===== src/lrc_pkg.sv =====
package lrc_pkg;

  // Stream widths
  localparam int IN_W  = 80;
  localparam int OUT_W = 104;

  // Frame and laser geometry
  localparam logic [11:0] MAX_COLUMNS = 12'd2048;
  localparam int          LASER_COUNT = 16;
  localparam int          EL_BASE     = 34500;  // lowest laser, -15 deg plus a full turn
  localparam int          EL_STEP     = 200;    // two degrees per laser

  // Angles in hundredths of a degree
  localparam logic [15:0] FULL_TURN = 16'd36000;
  localparam logic [13:0] QUARTER   = 14'd9000;
  localparam logic [13:0] EIGHTH    = 14'd4500;

  // Quadrant split: a / 9000 by reciprocal
  localparam int          Q_SHIFT = 30;
  localparam logic [16:0] Q_MUL   = 17'(((64'd1 << Q_SHIFT) + 64'd8999) / 64'd9000);

  // Radians in Q30: b*PI_Q30/18000 = b*PI_K + (b*PI_R + 9000)/18000
  localparam logic [17:0] PI_K      = 18'd187403;
  localparam logic [12:0] PI_R      = 13'd5426;
  localparam logic [24:0] RAD_HALF  = 25'd9000;
  localparam int          R_SHIFT   = 40;
  localparam logic [25:0] R_MUL     = 26'(((64'd1 << R_SHIFT) + 64'd17999) / 64'd18000);

  localparam logic [30:0] ONE_Q30 = 31'h4000_0000;

  // Taylor divisors, innermost term first
  localparam int unsigned SIN_DIV [6] = '{156, 110, 72, 42, 20, 6};
  localparam int unsigned COS_DIV [6] = '{132, 90, 56, 30, 12, 2};
  localparam int          TERMS       = 6;

  // Divider: one quotient bit per cell
  localparam int QUO_W = 16;
  localparam int NUM_W = 27;
  localparam int DEN_W = 11;

  typedef enum logic [1:0] {
    REG_MIN_RANGE = 2'd0,
    REG_Z_UPPER   = 2'd1,
    REG_Z_LOWER   = 2'd2
  } cfg_reg_e;

  typedef struct packed {
    logic [NUM_W-1:0] rem;
    logic [QUO_W-1:0] quo;
    logic [DEN_W-1:0] den;
  } div_t;

  typedef struct packed {
    logic [29:0] x2;
    logic [30:0] t;
  } horner_t;

  typedef struct packed {
    logic [30:0] sn_mag;
    logic        sn_neg;
    logic [30:0] cs_mag;
    logic        cs_neg;
  } trig_res_t;

endpackage


===== src/lrc_div_cell.sv =====
module lrc_div_cell #(
  parameter int BIT = 0
) (
  input  logic          clk,
  input  logic          en,
  input  lrc_pkg::div_t cell_i,
  output lrc_pkg::div_t cell_o
);
  import lrc_pkg::*;

  div_t             cell_r;
  div_t             cell_nxt;
  logic [NUM_W-1:0] sub;

  // Try one shifted divisor, keep the bit if it fits
  always_comb begin
    cell_nxt = cell_i;
    sub      = NUM_W'(cell_i.den) << BIT;
    if (cell_i.rem >= sub) begin
      cell_nxt.rem = cell_i.rem - sub;
      cell_nxt.quo = cell_i.quo | (QUO_W'(1) << BIT);
    end
  end

  always_ff @(posedge clk) begin
    if (en) begin
      cell_r <= cell_nxt;
    end
  end

  assign cell_o = cell_r;

endmodule


===== config.mk =====
export PLATFORM = sky130hd
export DESIGN_NAME = lrc_div_cell
export DESIGN_NICKNAME = d
export VERILOG_FILES = /design/src/lrc_pkg.sv /design/src/lrc_div_cell.sv
export SDC_FILE = /design/constraint.sdc
export NUM_CORES = 1
export LEC_CHECK = 0
export BUFFER_PORTS_ARGS = -buffer_cell sky130_fd_sc_hd__buf_2
export CAP_MARGIN = 5
export CORE_UTILIZATION = 40
export DETAILED_ROUTE_END_ITERATION = 8
export PLACE_DENSITY = 0.68
export SETUP_SLACK_MARGIN = 0.05
export SYNTH_ARGS = -nofsm -noshare
export SYNTH_HDL_FRONTEND = slang
export SYNTH_SLANG_ARGS = --single-unit
export TNS_END_PERCENT = 100

===== constraint.sdc =====
create_clock -name clk -period 6.5 [get_ports clk]
set_input_delay 0.975 -clock clk [delete_from_list [all_inputs] [get_ports clk]]
set_output_delay 0.975 -clock clk [all_outputs]
set_load 0.01 [all_outputs]

Yosys cells after proc, flatten, opt, wreduce, memory -nomap -nowiden
Index checks and enable logic that the tools add are counted.

word-level totals
  bits of input ports = 56
  register bits after elaboration = 54

operators by class
  magnitude comparators = 1
  mux-type cells = 1
  $add $sub $neg = 1

operator list
  kind                                                            number
  43-bit 2-to-1 mux                                               1
  27-bit by 11-bit greater-or-equal comparator with 1-bit output  1
  27-bit by 11-bit subtractor with 27-bit output                  1

Longest topological paths before layout
Gate-level depths: netlist of run 1.

  depth after elaboration = 2
  gate-level depth with buffers = 10
  gate-level depth less buffers = 10

Worst setup path before layout of run 1
No wires, ideal clock.

  path kind = input -> register
  from = input cell_i[27] (netlist bit)
  to = register cell_r (netlist bit cell_o[53]), data pin
  stages = 10
  slack = 3.437 ns
  buffers on the path = 0
  arrival = 2.794 ns
  path through = inv_1 > ha_1 > inv_1 > fa_1 > a211oi_1 > o21bai_1 > a21bo_2 > a21o_1 > a311oi_1 > xor2_1

RTL lines
  element               RTL line            source
  start, declared       lrc_div_cell.sv:6   input lrc_pkg::div_t cell_i,
  end signal, assigned  lrc_div_cell.sv:27  cell_r <= cell_nxt;
  end, declared         lrc_div_cell.sv:11  div_t cell_r;

==> results of run 1 <==
cells in the mapped netlist (all sizes together) (2+ instances only):
cell type / instances / area share, %
o211ai: 3 / 1.3
o31ai: 4 / 1.1
a21oi: 6 / 1.1
ha: 11 / 4.9
a21boi: 2 / 0.54
nand2: 14 / 1.9
nand4: 2 / 0.45
a211oi: 4 / 1.3
a211o: 2 / 0.63
buf: 4 / 0.80
or4: 3 / 0.94
mux2: 2 / 0.80
o21ai: 16 / 3.0
or2: 3 / 0.67
and2: 2 / 0.45
xor2: 16 / 5.0
nor3: 5 / 1.3
nand3b: 2 / 0.54
nor2: 9 / 1.2
edfxtp: 54 / 58
nor4: 7 / 2.5
a21o: 4 / 1.1
inv: 13 / 1.7
nand3: 3 / 0.54
nand2b: 2 / 0.45
and3: 2 / 0.45
xnor2: 7 / 2.2
layer usage:
layer | routed length [microns] | up-vias | part of all wire (%)
li1 | - | 1044 | -
met3 | 325 | 7 | 5.6
met2 | 2760 | 86 | 47
met5 | 0 | - | 0
met4 | 90 | 0 | 1.5
met1 | 2660 | 938 | 46
logic make-up (layout without fill, tap and decap cells):
logic type      count (synthesis)  after routing  share of synthesized area (%)
buf+inv                        17            131                           2.55
compound gates                 46             46                           12.1
mux                             2              2                          0.805
flops                          54             54                           58.0
simple gates                   62             62                           13.8
fa+ha+maj                      12             12                           5.64
xor+xnor                       23             23                           7.20
power by group:
group	internal (mW)	switching [mW]
Combinational	0.0683	0.0899
Sequential	0.423	0.00748
Clock	0.0760	0.111
Total	0.568	0.208
path summary, 6_finish.rpt:
path,endpoint,depth (start not counted)
setup / recovery,cell_o[41]$_DFFE_PP_,9
hold / removal,cell_o[23]$_DFFE_PP_,1
final cells by class:
| class | instances | area, sq um |
|---|---|---|
| Clock buffer | 5 | 68.8 |
| Clock inverter | 3 | 20.0 |
| Fill cell | 633 | 3240 |
| Inverter | 13 | 48.8 |
| Multi-Input combinational cell | 145 | 1100 |
| Sequential cell | 54 | 1620 |
| Tap cell | 80 | 100 |
| Timing Repair Buffer | 110 | 553 |
==> reports/qor.yml, run 1 <==
drive_gt1_share_pct: 39.4
dp_hpwl_microns: 4400
startpoint_type: "input port"
grt_pass1_vias: 1950
slowest_delay_ps: 660
p_per_area_nw_per_um2: 221
drc: 0
rsz0062_at_grt: "false"
setup_violations: 0
io-pin-count: 110
synth_seq_area_share_pct: 58.0
grtUsageTotal_pct: 16.1
clkTransAtPathRegs_ps: 100
final_common_cell: "buf_2"
crit_start: "cell_i[6]"
hold_slack_ps: 835
yosysUniqueCellTypes: 51
postSynthCellCount: 216
cp_data_arrival_time_ps: 3220
die_w_microns: 85.6
ir_worst_vdd_mv: 0.0872
syn_nets: 284
core.rowCount: 30
worstHoldPathType: "in -> reg"
die-area_sq_um: 7330
cts_resized: 0
ctsHoldBuffers: 0
final.setup.tns_ps: 0
synth_edf_count: 54
ant_nets: 0
p_total_uw: 776
use_met3_pct: 3.18
finalCritPeriodShare_pct: 48.9
hp-start: "cell_i[23]"
cts_setup_buffers: 0
place_congestion: 0.794
status: "finished clean"
diodes: 0
dpl_cell_area_sq_um: 3430
final_cells: 410
clockRootBuffer: "clkbuf_8"
design_area_sq_um: 3520
leakagePower_nw: 1.46
antenna_found_initial: 0
post-route-util_pct: 52.1
setup_ws_ps: 3320
grt_overflow: 0
cp_num_buf_inv: 2
path_cells: "buf_2 -> inv_1 -> ha_1 -> a211o_1 -> a21oi_1 -> nor2_1 -> nor3_4 -> nor4b_1 -> xor2_1"
vias_per_cell: 5.06
ys_warn_count: 0
tightestPinTransition_ps: 767
clock_sinks: 54
die_height_microns: 85.6
dp.cells: 402
final_cell_mix: "buf_2, edfxtp_1, xor2_1"
finalCriticalPeriod_ps: 3180
slew-limit-headroom_pct: 48.7
nets: 397
grt_use_met2_pct: 26.9
drv_cap: 0
hold_viol_final: 0
first_iter_violations: 71
post_drt_wl_per_cell_microns: 14.2
cp_top_family: "simple AND/OR/NAND/NOR gates"
start_util_pct: 41.4
cts_buffers: 5
syn_avg_cell_area_sq_um: 13.0
async_flop_share_pct: 0
maxSlewViolCount: 0
crit_path_end_kind: "flip-flop"
htree_levels: 2
largest_register_ffs: 54
cts_tree: "built"
ys_ff_latch: 54
grt_max_degree: 55
critPathKind: "in -> reg"
top_usage_layer: "met2"
vias: 2075
clock_path_buffers: 2
crit_slowest_cell: "nor3_4"
crit_required_ps: 6550
dp_slack_ps: 2990
fmax_ghz: 0.315
cp_max_fo: 22
syn_to_final_growth_pct: 25.7
wl_microns: 5840
dr.pass1.iters: 4
port_buffers: 109
grt_pass1_wl_microns: 9290
ys.flop_type: "edfxtp_1"
core_sq_um: 6760
synth_area_sq_um: 2800
grtUsageMet1_pct: 20.9
Note: power is estimated with default switching activity, not from simulation.
==> run 2, diff against run 1 <==
- ABC_AREA: default -> 1
- clock period: 6.5 -> 2.7 ns (I/O delays scaled with it)
==> run 2 against run 1 <==
Clock power increased to 2.6 times the previous value. Final cell count increased by 58%. Highest routed layer unchanged. Sequential power increased by 140%. Sequential cell count unchanged. Die area increased by 22%. Area after synthesis increased by 22%. Global-route usage increased by 3.9 points. Critical endpoint is now cell_o[39]$_DFFE_PP_. Setup slack got worse by 2800 ps. Wire length increased by 48%.
==> reports/qor.yml, run 2 <==
status: "finished clean"
setup_violations: 0
port_buffers: 109
die_w_microns: 94.6
synth_area_sq_um: 3430
synth_edf_count: 54
drive_gt1_share_pct: 28.6
ctsHoldBuffers: 0
yosysMostFrequentCell: "nand2_1"
path_cells: "buf_2 -> inv_1 -> ha_1 -> inv_1 -> fa_1 -> nand3_1 -> nand3_1 -> nand2_1 -> nand3_1 -> nand2_1 -> nand2_1 -> nand2_1 -> nand2_1 -> nand2_1 -> inv_1"
cts_tree: "built"
clockRootBuffer: "clkbuf_8"
fillerInstances: 843
clock_sinks: 54
io-pin-count: 110
p_total_mw: 1.99
dpl_cell_area_sq_um: 4090
vias: 3046
async_flop_share_pct: 0
ys.flop_type: "edfxtp_1"
first_iter_violations: 133
clkTransAtPathRegs_ps: 100
ys_ff_latch: 54
grtUsageMet1_pct: 27.4
post-route-util_pct: 50.7
cp_max_fo: 4
postSynthCellCount: 424
finalCritPeriodShare_pct: 80.0
cp_top_family: "simple AND/OR/NAND/NOR gates"
clock_path_buffers: 2
yosysTopAreaCellShare_pct: 47.3
synthTopCellsByArea: "edfxtp_1, nand2_1, inv_1, nor2_1, ha_1"
hold_viol_final: 0
critPathKind: "in -> reg"
p_per_area_nw_per_um2: 476
vias_per_cell: 4.71
place_congestion: 0.962
worst_path_most_repeated_cell: "nand2_1"
worstHoldPathType: "in -> reg"
synthTopCellsByCount: "nand2_1, inv_1, edfxtp_1"
grt_pass1_vias: 2940
syn_avg_cell_area_sq_um: 8.08
cts_resized: 0
final.setup.tns_ps: 0
syn_to_final_growth_pct: 22.1
crit_required_ps: 2780
slew-limit-headroom_pct: 53.6
core_sq_um: 8260
slowest_delay_ps: 430
drc: 0
final_cell_mix: "nand2_1, buf_2, inv_1"
syn_nets: 492
core.rowCount: 33
cp_data_arrival_time_ps: 2240
crit_path_end_kind: "flip-flop"
cts_setup_buffers: 0
tightestPinTransition_ps: 696
grt_overflow: 0
antenna_found_initial: 0
htree_levels: 2
top_usage_layer: "met2"
ir_worst_vdd_mv: 0.233
leakagePower_nw: 2.11
largest_register_ffs: 54
dp_hpwl_microns: 6850
startpoint_type: "input port"
die_height_microns: 94.6
post_drt_wl_per_cell_microns: 13.4
fmax_ghz: 0.463
yosysUniqueCellTypes: 29
cts_buffers: 5
dr.pass1.iters: 4
rsz0062_at_grt: "false"
grt_use_met2_pct: 32.7
cp_num_buf_inv: 4
ant_nets: 0
die-area_sq_um: 8940
drv_cap: 0
wl_microns: 8640
final_common_cell: "nand2_1"
grtUsageTotal_pct: 20.0
start_util_pct: 41.5
finalCriticalPeriod_ps: 2160
nets: 609
grt_pass1_wl_microns: 13700
design_area_sq_um: 4180
use_met3_pct: 3.22
synth_seq_area_share_pct: 47.3
hold_slack_ps: 258
crit_slowest_cell: "fa_1"
grt_max_degree: 55
synth_top_area_cell: "edfxtp_1"
maxSlewViolCount: 0
diodes: 0
ys_warn_count: 0
[run 2: cell count changes after synthesis, sizes merged, moves of 13 or more]
| cell | previous run | this run |
|---|---|---|
| o21ai | 16 | 3 |
| nand2 | 14 | 162 |
| inv | 13 | 80 |
| nand3 | 3 | 28 |
| nor2 | 9 | 43 |
[run 2: cells by family after synthesis]
family / count (synthesis) / share of synthesized area, %
simple gates: 251 / 32.3
buf+inv: 83 / 10.2
flops: 54 / 47.3
compound gates: 14 / 3.03
fa+ha+maj: 12 / 4.60
xor+xnor: 10 / 2.56
[run 2: worst paths after layout]
| path | start | to | slack [ps] | cells after the start |
|---|---|---|---|---|
| worst min-delay path | cell_i[26] | cell_o[26]$_DFFE_PP_ | 260 | 1 |
| worst max-delay path | cell_i[27] | cell_o[39]$_DFFE_PP_ | 540 | 15 |
[run 2: per-layer routing]
| metal | part of all wire [%] | wire, microns | vias up |
|---|---|---|---|
| li1 | - | - | 1564 |
| met1 | 47 | 4030 | 1365 |
| met2 | 45 | 3890 | 103 |
| met3 | 6.3 | 546 | 14 |
| met4 | 2.0 | 172 | 0 |
| met5 | 0 | 0 | - |
[run 2: layout make-up]
class                           count  area (sq um)  area share [%]
Sequential cell                    54          1620            38.8
Multi-Input combinational cell    287          1460            34.8
Timing Repair Buffer              113           576            13.8
Inverter                           80           308            7.36
Tap cell                          105           131            3.14
Clock buffer                        5          68.8            1.64
Clock inverter                      3          23.8           0.568
[run 2: metrics by stage]
step                      worst slack, ps  cells
after floorplan                       626    424
after global placement                296    639
after detailed placement              219    639
after CTS                             550    647
after global routing                  261    647
final                                 541    647
[run 2: report_power, final]
group          internal [mW]  switching [mW]  total, mW  leakage (nW)
sequential              1.02          0.0176       1.04         0.529
clock                  0.187           0.300      0.486        0.0408
combinational          0.178           0.292      0.470          1.54
total                   1.38           0.609       1.99          2.11
==> run 3, diff against run 2 <==
- ABC_AREA: 1 -> 0
- clock period: 2.7 -> 2.14 ns (I/O delays scaled with it)
==> run 3 against run 2 <==
Final cell count fell by 27%. Sequential cell count did not move. Utilization rose by 13 points. Global-route usage fell by 1.8 points. Cell area rose by 2.8%. Worst hold slack got worse by 73 ps. Critical path depth fell by 4. Sequential power rose by 26%. Critical endpoint is now cell_o[53]$_DFFE_PP_.
==> reports/qor.yml, run 3 (synthesis gave the netlist of run 1 again) <==
use_met3_pct: 3.95
dp_slack_ps: -346
ir_worst_vdd_mv: 0.482
finalCriticalPeriod_ps: 2060
diodes: 0
grt_max_degree: 55
clkTransAtPathRegs_ps: 90
grt_overflow: 0
dp_hpwl_microns: 5160
die_w_microns: 85.6
nets: 462
antenna_found_initial: 0
grt_use_met2_pct: 32.1
startpoint_type: "input port"
critPathKind: "in -> reg"
final_cell_mix: "buf_2, buf_4, edfxtp_1"
drc: 0
grt_pass1_wl_microns: 10500
ctsHoldBuffers: 0
crit_required_ps: 2190
die-area_sq_um: 7330
first_iter_violations: 75
final_common_cell: "buf_2"
clock_path_buffers: 2
die_height_microns: 85.6
core_sq_um: 6760
clock_sinks: 54
whs_path_depth: 1
start_util_pct: 41.4
tightestPinTransition_ps: 342
vias: 2354
setup_violations: 0
worstHoldPathType: "in -> reg"
grtUsageTotal_pct: 18.2
finalCritPeriodShare_pct: 96.4
grtUsageMet1_pct: 22.5
htree_levels: 2
cts_buffers: 5
status: "finished clean"
cp_max_fo: 2
power_frac_comb_pct: 24.8
internal_power_mw: 1.96
dr.pass1.iters: 4
p_total_mw: 2.65
largest_register_ffs: 54
seqPwrFrac_pct: 49.3
drv_cap: 0
hp-start: "cell_i[16]"
swShare_pct: 25.9
place_congestion: 0.824
whs_endpoint: "cell_o[16]$_DFFE_PP_"
vias_per_cell: 4.96
port_buffers: 109
switching_power_uw: 686
hold_slack_ps: 185
dpl_cell_area_sq_um: 4070
core.rowCount: 30
grt_pass1_vias: 2391
rsz0062_at_grt: "true"
crit_path_end_kind: "flip-flop"
p_per_area_nw_per_um2: 616
p_clk_share_pct: 25.8
ant_nets: 0
wl_microns: 6660
fmax_ghz: 0.485
io-pin-count: 110
drive_gt1_share_pct: 58.2
maxSlewViolCount: 0
slew-limit-headroom_pct: 76.9
post_drt_wl_per_cell_microns: 14.0
syn_to_final_growth_pct: 53.8
cts_tree: "built"
leakagePower_nw: 1.81
top_usage_layer: "met2"
design_area_sq_um: 4300
cp_data_arrival_time_ps: 2120
setup_ws_ps: 77.4
hold_viol_final: 0
clockRootBuffer: "clkbuf_8"
run 3: power groups by stage:
stage	clock network [mW]	registers [mW]	logic [mW]
CTS	0.700	1.31	0.633
global placement	0	1.33	0.616
global route	0.746	1.32	0.715
floorplan	0	1.39	0.245
detailed placement	0	1.33	0.627
finish	0.684	1.31	0.657
run 3: how the worst max path moves through the flow:
stage | start | end | slack (ps)
6_report | cell_i[27] | cell_o[53]$_DFFE_PP_ | 80
5_1_grt | cell_i[27] | cell_o[51]$_DFFE_PP_ | -20
4_1_cts | cell_i[27] | cell_o[51]$_DFFE_PP_ | 50
3_5_place_dp | cell_i[27] | cell_o[41]$_DFFE_PP_ | -350
3_3_place_gp | cell_i[27] | cell_o[41]$_DFFE_PP_ | -320
2_1_floorplan | cell_i[1] | cell_o[42]$_DFFE_PP_ | -20
run 3: repair_timing:
| action | CTS | global route |
|---|---|---|
| setup endpoints to repair | 5 | 25 |
| buffers inserted | 0 | 2 |
| resized for setup | 3 | 20 |
| pin swaps | 1 | 13 |
run 3: worst max-delay path, cell delays in order:
cell,delay (ps)
buf_6,110
inv_12,40
ha_4,120
inv_2,40
fa_2,380
a211oi_4,230
o21bai_1,150
a21bo_2,220
a21o_1,180
a311oi_2,220
xor2_1,100
run 3: layer usage:
| layer | up-vias | part of all wire (%) |
|---|---|---|
| met2 | 70 | 51 |
| met4 | 0 | 1.1 |
| met3 | 7 | 4.7 |
| met1 | 1105 | 43 |
| li1 | 1172 | - |
| met5 | - | 0 |
run 3: through the flow:
step	utilization (%)	instances	setup TNS, ps
final	63.7	475	0
after global routing	63.7	475	-19.3
after CTS	62.1	473	0
after detailed placement	60.2	465	-5980
after global placement	60.2	465	-5740
after floorplan	-	216	-47.1
run 3: area by class of cell:
cell class / instances / area [sq um]
Multi-Input combinational cell: 145 / 1330
Tap cell: 80 / 100
Fill cell: 542 / 2450
Sequential cell: 54 / 1620
Clock inverter: 2 / 37.5
Clock buffer: 6 / 72.6
Inverter: 13 / 68.8
Timing Repair Buffer: 175 / 1070
